### src/rtl/core/ffba_pkg.sv
`timescale 1ns / 1ps
// ----------------------------------------------------------------------------
// ffba_pkg
// Shared types and constants of the first-fit block allocator.
// ----------------------------------------------------------------------------
package ffba_pkg;

  localparam int unsigned WordW  = 32;
  localparam int unsigned BitW   = 5;
  localparam int unsigned SizeW  = 11;
  localparam int unsigned AddrW  = 10;

  // request kinds
  localparam logic REQ_ALLOC = 1'b0;
  localparam logic REQ_FREE  = 1'b1;

  typedef struct packed {
    logic             req_type;
    logic [SizeW-1:0] size;
    logic [AddrW-1:0] start_address;
  } ffba_req_t;

  typedef struct packed {
    logic             ok;
    logic [AddrW-1:0] block_address;
  } ffba_rsp_t;

endpackage

### src/rtl/core/ffba_word_scan.sv
`timescale 1ns / 1ps
// ----------------------------------------------------------------------------
// ffba_word_scan
// Finds where a free run reaches the requested length inside one map word.
// ----------------------------------------------------------------------------
module ffba_word_scan
  import ffba_pkg::*;
#(
  parameter int unsigned CntW = 11
) (
  input  logic [WordW-1:0] free_i,
  input  logic [CntW-1:0]  run_i,
  input  logic [CntW-1:0]  len_i,
  output logic             hit_o,
  output logic [BitW-1:0]  pos_o,
  output logic [CntW-1:0]  run_o
);

  localparam int unsigned ExtW = CntW + BitW + 1;

  logic [ExtW-1:0]  total [WordW];
  logic [WordW-1:0] hit_vec;

  // run length ending at each bit, carried run included when the word prefix is free
  always_comb begin
    logic [BitW-1:0] lz;
    logic            anyz;
    for (int i = 0; i < WordW; i++) begin
      lz   = '0;
      anyz = 1'b0;
      for (int j = 0; j <= i; j++) begin
        if (!free_i[j]) begin
          lz   = BitW'(j);
          anyz = 1'b1;
        end
      end
      if (anyz) begin
        total[i] = ExtW'(BitW'(i) - lz);
      end else begin
        total[i] = ExtW'(run_i) + ExtW'(i + 1);
      end
      hit_vec[i] = (total[i] >= ExtW'(len_i));
    end
  end

  // lowest bit where the run completes
  always_comb begin
    pos_o = '0;
    for (int i = WordW - 1; i >= 0; i--) begin
      if (hit_vec[i]) begin
        pos_o = BitW'(i);
      end
    end
  end

  assign hit_o = |hit_vec;
  assign run_o = total[WordW-1][CntW-1:0];

endmodule

### src/rtl/core/first_fit_block_allocator.sv
`timescale 1ns / 1ps
// ----------------------------------------------------------------------------
// first_fit_block_allocator
// First-fit allocator of contiguous unit runs over a one-bit occupancy map.
// ----------------------------------------------------------------------------
// Usage:
//   A request (allocate or free) is taken when start is high and busy is low.
//   Exactly one response follows, shown for one cycle with done_o high; the
//   receiver cannot hold it off. busy stays high until that response cycle;
//   requests answered at once never raise it.
//   The map lives in a 32-bit wide memory of ceil(MEMORY_UNITS/32) words.
//   Allocate scans one word per cycle from word 0 (registered read)
//   and then sweeps the covered words read-modify-write, one word per cycle.
//   A failed allocate scans every word of the map.
//   A free sweeps only the covered words.
//   Zero-size or out-of-range requests are answered straight from idle.
//   After reset the block clears the map, one word per cycle, with busy high.
// ----------------------------------------------------------------------------
module first_fit_block_allocator
  import ffba_pkg::*;
#(
  parameter int unsigned MEMORY_UNITS = 1024
) (
  input  logic      clk_i,
  input  logic      rst_ni,
  input  logic      start,
  output logic      busy,
  input  ffba_req_t req_i,
  output logic      done_o,
  output ffba_rsp_t rsp_o
);

  localparam int unsigned Words = (MEMORY_UNITS + WordW - 1) / WordW;
  localparam int unsigned UaW   = $clog2(MEMORY_UNITS);
  localparam int unsigned WaW   = (UaW > BitW) ? UaW - BitW : 1;
  localparam int unsigned CntW  = $clog2(MEMORY_UNITS + 1);
  localparam int unsigned UW    = $clog2(Words * WordW + 4096) + 1;

  localparam logic [1:0] ST_CLR   = 2'd0;
  localparam logic [1:0] ST_IDLE  = 2'd1;
  localparam logic [1:0] ST_SCAN  = 2'd2;
  localparam logic [1:0] ST_SWEEP = 2'd3;

  logic [1:0]       state_q, state_d;
  logic [WaW:0]     iss_q, iss_d;
  logic [WaW-1:0]   ev_q, ev_d;
  logic             dv_q, dv_d;
  logic [CntW-1:0]  run_q, run_d;
  logic [CntW-1:0]  len_q, len_d;
  logic [UaW-1:0]   lo_q, lo_d, hi_q, hi_d;
  logic             set_q, set_d;
  logic [AddrW-1:0] addr_q, addr_d;
  logic             done_q, done_d;
  ffba_rsp_t        rsp_q, rsp_d;

  logic [WordW-1:0] mem [Words];
  logic [WordW-1:0] rdata_q;
  logic [WaW-1:0]   raddr, waddr;
  logic             we;
  logic [WordW-1:0] wdata;

  logic [UW-1:0]    base, lo_x, hi_x, size_x, start_x, end_x, at_x;
  logic [WordW-1:0] vmask, wmask, free_w;
  logic [BitW-1:0]  lo_b, hi_b, pos;
  logic             hit;
  logic [CntW-1:0]  run_nx;

  // map memory, one write and one registered read per cycle
  always_ff @(posedge clk_i) begin
    if (we) begin
      mem[waddr] <= wdata;
    end
    rdata_q <= mem[raddr];
  end

  // word geometry of the word under evaluation
  assign base    = UW'(ev_q) << BitW;
  assign lo_x    = UW'(lo_q);
  assign hi_x    = UW'(hi_q);
  assign size_x  = UW'(req_i.size);
  assign start_x = UW'(req_i.start_address);
  assign end_x   = start_x + size_x - UW'(1);

  always_comb begin
    for (int i = 0; i < WordW; i++) begin
      vmask[i] = ((base + UW'(i)) < UW'(MEMORY_UNITS));
    end
  end
  assign free_w = ~rdata_q & vmask;

  // run mask of the word being swept
  assign lo_b  = (UW'(ev_q) == (lo_x >> BitW)) ? lo_x[BitW-1:0] : '0;
  assign hi_b  = (UW'(ev_q) == (hi_x >> BitW)) ? hi_x[BitW-1:0] : BitW'(WordW - 1);
  assign wmask = ({WordW{1'b1}} << lo_b) & ({WordW{1'b1}} >> (BitW'(WordW - 1) - hi_b));

  ffba_word_scan #(
    .CntW(CntW)
  ) u_scan (
    .free_i(free_w),
    .run_i (run_q),
    .len_i (len_q),
    .hit_o (hit),
    .pos_o (pos),
    .run_o (run_nx)
  );

  assign at_x = base + UW'(pos) + UW'(1) - UW'(len_q);

  // request sequencer
  always_comb begin
    state_d = state_q;
    iss_d   = iss_q;
    ev_d    = ev_q;
    dv_d    = 1'b0;
    run_d   = run_q;
    len_d   = len_q;
    lo_d    = lo_q;
    hi_d    = hi_q;
    set_d   = set_q;
    addr_d  = addr_q;
    done_d  = 1'b0;
    rsp_d   = rsp_q;
    raddr   = iss_q[WaW-1:0];
    waddr   = ev_q;
    we      = 1'b0;
    wdata   = set_q ? (rdata_q | wmask) : (rdata_q & ~wmask);
    unique case (state_q)
      ST_CLR: begin
        we    = 1'b1;
        waddr = iss_q[WaW-1:0];
        wdata = '0;
        iss_d = iss_q + 1'b1;
        if (iss_q == (WaW+1)'(Words - 1)) begin
          state_d = ST_IDLE;
        end
      end
      ST_IDLE: begin
        if (start) begin
          if (req_i.req_type == REQ_ALLOC) begin
            if (req_i.size == '0) begin
              done_d = 1'b1;
              rsp_d  = '{ok: 1'b1, block_address: '0};
            end else if (size_x > UW'(MEMORY_UNITS)) begin
              done_d = 1'b1;
              rsp_d  = '{ok: 1'b0, block_address: '0};
            end else begin
              len_d   = CntW'(size_x);
              run_d   = '0;
              iss_d   = '0;
              state_d = ST_SCAN;
            end
          end else begin
            addr_d = req_i.start_address;
            if (req_i.size == '0 || start_x >= UW'(MEMORY_UNITS)) begin
              done_d = 1'b1;
              rsp_d  = '{ok: 1'b1, block_address: req_i.start_address};
            end else begin
              lo_d    = UaW'(start_x);
              hi_d    = (end_x >= UW'(MEMORY_UNITS)) ? UaW'(MEMORY_UNITS - 1) : UaW'(end_x);
              set_d   = 1'b0;
              iss_d   = (WaW+1)'(start_x >> BitW);
              state_d = ST_SWEEP;
            end
          end
        end
      end
      ST_SCAN: begin
        if (iss_q < (WaW+1)'(Words)) begin
          iss_d = iss_q + 1'b1;
          dv_d  = 1'b1;
          ev_d  = iss_q[WaW-1:0];
        end
        if (dv_q) begin
          if (hit) begin
            lo_d    = UaW'(at_x);
            hi_d    = UaW'(base + UW'(pos));
            set_d   = 1'b1;
            addr_d  = at_x[AddrW-1:0];
            iss_d   = (WaW+1)'(at_x >> BitW);
            dv_d    = 1'b0;
            state_d = ST_SWEEP;
          end else if (ev_q == WaW'(Words - 1)) begin
            dv_d    = 1'b0;
            done_d  = 1'b1;
            rsp_d   = '{ok: 1'b0, block_address: '0};
            state_d = ST_IDLE;
          end else begin
            run_d = run_nx;
          end
        end
      end
      ST_SWEEP: begin
        if (UW'(iss_q) <= (hi_x >> BitW)) begin
          iss_d = iss_q + 1'b1;
          dv_d  = 1'b1;
          ev_d  = iss_q[WaW-1:0];
        end
        if (dv_q) begin
          we = 1'b1;
          if (UW'(ev_q) == (hi_x >> BitW)) begin
            dv_d    = 1'b0;
            done_d  = 1'b1;
            rsp_d   = '{ok: 1'b1, block_address: addr_q};
            state_d = ST_IDLE;
          end
        end
      end
      default: begin
        state_d = ST_IDLE;
      end
    endcase
  end

  // control registers
  always_ff @(posedge clk_i or negedge rst_ni) begin
    if (!rst_ni) begin
      state_q <= ST_CLR;
      iss_q   <= '0;
      dv_q    <= 1'b0;
      done_q  <= 1'b0;
    end else begin
      state_q <= state_d;
      iss_q   <= iss_d;
      dv_q    <= dv_d;
      done_q  <= done_d;
    end
  end

  // payload registers
  always_ff @(posedge clk_i) begin
    ev_q   <= ev_d;
    run_q  <= run_d;
    len_q  <= len_d;
    lo_q   <= lo_d;
    hi_q   <= hi_d;
    set_q  <= set_d;
    addr_q <= addr_d;
    rsp_q  <= rsp_d;
  end

  assign busy   = (state_q != ST_IDLE);
  assign done_o = done_q;
  assign rsp_o  = rsp_q;

  // checks
  a_done_after_busy: assert property (@(posedge clk_i) disable iff (!rst_ni)
    done_o |-> $past(busy) || $past(start))
    else $error("response without a request");

  a_fail_zero_addr: assert property (@(posedge clk_i) disable iff (!rst_ni)
    done_o && !rsp_o.ok |-> rsp_o.block_address == '0)
    else $error("failed allocate with nonzero address");

  a_idle_no_write: assert property (@(posedge clk_i) disable iff (!rst_ni)
    state_q == ST_IDLE |-> !we)
    else $error("map write while idle");

  a_sweep_order: assert property (@(posedge clk_i) disable iff (!rst_ni)
    state_q == ST_SWEEP |-> lo_q <= hi_q)
    else $error("sweep range reversed");

endmodule

### config.mk
export PLATFORM = sky130hd
export DESIGN_NAME = first_fit_block_allocator
export DESIGN_NICKNAME = d
export VERILOG_FILES = /design/src/rtl/core/ffba_pkg.sv /design/src/rtl/core/ffba_word_scan.sv /design/src/rtl/core/first_fit_block_allocator.sv
export SDC_FILE = /design/constraint.sdc
export NUM_CORES = 2
export LEC_CHECK = 0
export BUFFER_PORTS_ARGS = -buffer_cell sky130_fd_sc_hd__buf_2
export CORE_ASPECT_RATIO = 0.6
export CORE_MARGIN = 4
export CORE_UTILIZATION = 50
export DETAILED_ROUTE_END_ITERATION = 10
export PLACE_DENSITY = 0.65
export SYNTH_ARGS = -nofsm -noshare
export SYNTH_HDL_FRONTEND = slang
export SYNTH_SLANG_ARGS = --single-unit
### constraint.sdc
create_clock -name clk_i -period 9.95 [get_ports clk_i]
set_clock_uncertainty 0.1 [all_clocks]
set_input_delay 1.4925 -clock clk_i [delete_from_list [all_inputs] [get_ports clk_i]]
set_output_delay 1.4925 -clock clk_i [all_outputs]
set_load 0.1 [all_outputs]
==> metrics.txt <==
Cell Int Power=12.1 mW; fraction of power consumed by sequential logic=34.3%; largest net degree at the start of global routing=148; Synth Net Count=about 4900; initial antenna violation count=5; Final Routed Wirelength=205000 um; asr flop ratio synth=less than 1%; detailed-route DRC error count=0; First-pass DRT Iterations=8; NetSw=roughly 8.4 mW; Die H=278 um; unrepaired setup endpoints after global routing=no; hold path cells=1; P per Cell Area=306 nW/um^2; post_cts resized=0; setup TNS=0 ns; Worst EP arrival=9.82 ns; Worst Reg-to-Reg Cells=35; area leader, netlist=edfxtp_1; number of diodes=0; Setup Buffers After CTS=0; top post-synthesis cells by count=edfxtp_1, ha_1, nor2_1; vias in the first global route=between 30000 and 40000; H-Tree Depth=3; Final Max Tran Viols=6; Hold Buf Count CTS=0; Hold Path Class=reg2reg; Max FO, Critical Path=8; GR Util All Layers=31.8%; IO Count=38; Worst-Skew Late Latency=0.73 ns; metal3 WL=34300 um; final hold vios=0; Fmax achieved=108 MHz; full die area=128000 um^2; met2 routed WL=76100 um; initial core utilization=50.8%; Worst-Margin Slew=1.68 ns; worst vdd ir=about 0.30 mV; Most common cell on crit path=o21ai_0; violated checks=max-capacitance violations, max-slew violations; layout cells sized above 1=17.8%; CTS buffer count=100; endpoints failing setup=0; # rows=between 90 and 100; CP Capture Type=flip-flop; crit share post-route=93.2%; ys flop type=edfxtp_1; area grow syn2layout=10.2%; leakage=~24 nW; Setup Crit Path Kind=reg2reg; Slowest-stage cell, CP=a211oi_1; RD Place Congestion=1.10; Sw Ratio=41.1%; Mapped Cells=roughly 4400; Comb pwr share=46.2%; register area share after synthesis=55.3%; post-layout min period=9.27 ns; clk slew on worst S/H paths=around 0.07 ns; number of port buffers=37; CORE AREA=120000 um^2; status=finished with violations; post-synthesis cell area=61000 um^2; CTS Root Cell=clkbuf_16; Netlist cell types=90; met1 WL=approximately 91000 um; slew margin rel.=-13.7%; DRT antenna net count=0; Vias=41229; clock buffer depth=3; Critical Path Max Stage Delay=1.24 ns; Hold Path Origin=addr_q[1]$_DFFE_PP_; CP Launch Type=flip-flop; Synth Register Bits=about 1100; reg2reg start=rdata_q[2]$_DFF_P_; CTS sink count=roughly 1100; Die X=459 um; CTS tree=built; Clock Power Share=just under 20%; Worst R2R Setup Slack=0.68 ns; GRT overflow=0; ranking of synthesized cells by area=edfxtp_1, mux4_2, ha_1; post-synth top area share=53.8%; drt wl/cell=33.0 um; Crit path required time=10.50 ns; Hold Path End=rsp_o[1]$_DFFE_PP_; initial DRC count=6275; count leader, synth=edfxtp_1; first-pass GRT wire length=slightly below 300000 um; top sig layer=met4; Post-synth EDFFs=1093; average size of a mapped cell=between 10 and 15 um^2; RR Endpoint=iss_q[5]$_DFFE_PN0P_; utilization after layout=56.0%; Final Net Count=4986; Ys Warns=0; vias per inst=about 6.7; Max Cap Viol=2; HPWL Detailed=137000 um
[cells by family after synthesis]
family	count (synthesis)	synth area share, %
buf+inv	376	2.37
fa+ha+maj	453	9.32
mux	409	13.4
flops	1135	55.3
xor+xnor	214	3.07
simple gates	1018	7.83
compound gates	837	8.74
[power groups by stage]
stage | logic [mW] | clock network [mW] | registers (mW)
floorplan | 5.98 | 0 | 6.88
finish | 9.49 | 4.00 | 7.05
detailed placement | 9.13 | 0 | 7.13
CTS | 9.17 | 4.05 | 7.03
global route | 10.1 | 4.28 | 7.09
global placement | 9.10 | 0 | 7.13
[sequential cells by signal, indices dropped and copies added (netlist names)]
name,flops
rdata_q,32
set_q,1
done_o,1
mem,1024
state_q,2
ev_q,5
run_q,11
lo_q,10
addr_q,10
dv_q,1
len_q,11
hi_q,10
iss_q,6
rsp_o,11
[metrics by stage]
stage | instances | hold WS [ns] | worst slack (ns) | power (mW) | area (um^2)
3_5_place_dp | 6006 | 0.447 | 1.27 | 16.3 | 63800
4_1_cts | 6194 | 0.473 | 1.26 | 20.3 | 67200
5_1_grt | 6194 | 0.485 | 0.366 | 21.4 | 67200
2_1_floorplan | 4442 | 0.351 | 2.78 | 12.9 | 61000
3_3_place_gp | 6006 | 0.452 | 1.35 | 16.2 | 63800
6_report | 6194 | 0.474 | 0.680 | 20.5 | 67200
[how the worst max path moves through the flow]
| stage | startpoint | endpoint | slack [ns] | cells past startpoint |
|---|---|---|---|---|
| finish | rdata_q[2]$_DFF_P_ | iss_q[5]$_DFFE_PN0P_ | 0.68 | 35 |
| global route | rdata_q[4]$_DFF_P_ | iss_q[5]$_DFFE_PN0P_ | 0.37 | 36 |
| CTS | rdata_q[2]$_DFF_P_ | iss_q[5]$_DFFE_PN0P_ | 1.26 | 35 |
| detailed placement | rdata_q[2]$_DFF_P_ | iss_q[5]$_DFFE_PN0P_ | 1.27 | 35 |
| global placement | rdata_q[2]$_DFF_P_ | iss_q[5]$_DFFE_PN0P_ | 1.35 | 35 |
| floorplan | rdata_q[9]$_DFF_P_ | iss_q[5]$_DFFE_PN0P_ | 2.78 | 38 |
[cell usage in the layout (no fill, tap or decap), drive strengths merged, types with 14 or more instances in the layout]
cell type  netlist  layout
a2111oi         15      15
a211o           14      14
a211oi          31      31
a21o            55      55
a21oi          249     249
a31oi           35      35
and2            18      18
and3            17      17
buf             45     202
clkbuf         193     125
clkinv           1      42
dfxtp           32      32
edfxtp        1093    1093
ha             451     451
inv            137     146
mux2            41      41
mux2i           48      48
mux4           320     320
nand2          221     221
nand2b          54      54
nand3           60      60
nand4           18      18
nor2           402     402
nor2b           46      46
nor3            53      53
nor4            26      26
o2111ai         18      18
o211ai          22      22
o21a            30      30
o21ai          213     213
o31ai           18      18
or2             23      23
or3             55      55
xnor2          121     121
xor2            93      93
[routing by layer]
layer / vias up / GRT usage, %
met4: 0 / 5.34
met2: 2761 / 39.3
met5: - / 0
met1: 20827 / 50.1
met3: 232 / 15.6
li1: 17409 / -
[cell type report]
type	count	area, um^2
Tap cell	1600	2000
Sequential cell	1135	33700
Clock buffer	125	2700
Fill cell	9542	52800
Multi-Input combinational cell	2931	26200
Inverter	138	518
Timing Repair Buffer	202	1440
Clock inverter	63	649
[worst max-delay path: cells and delay by family (launching register included)]
kind | cells | cell delay [ns]
buffers and inverters | 2 | 0.48
AO/OA/AOI/OAI | 19 | 5.74
XOR/XNOR | 1 | 0.08
flip-flops | 1 | 0.38
multiplexers | 1 | 0.26
adder cells (fa/ha/maj) | 4 | 1.22
AND/OR/NAND/NOR | 8 | 0.99
No activity file was read; power rests on OpenSTA's default activity.
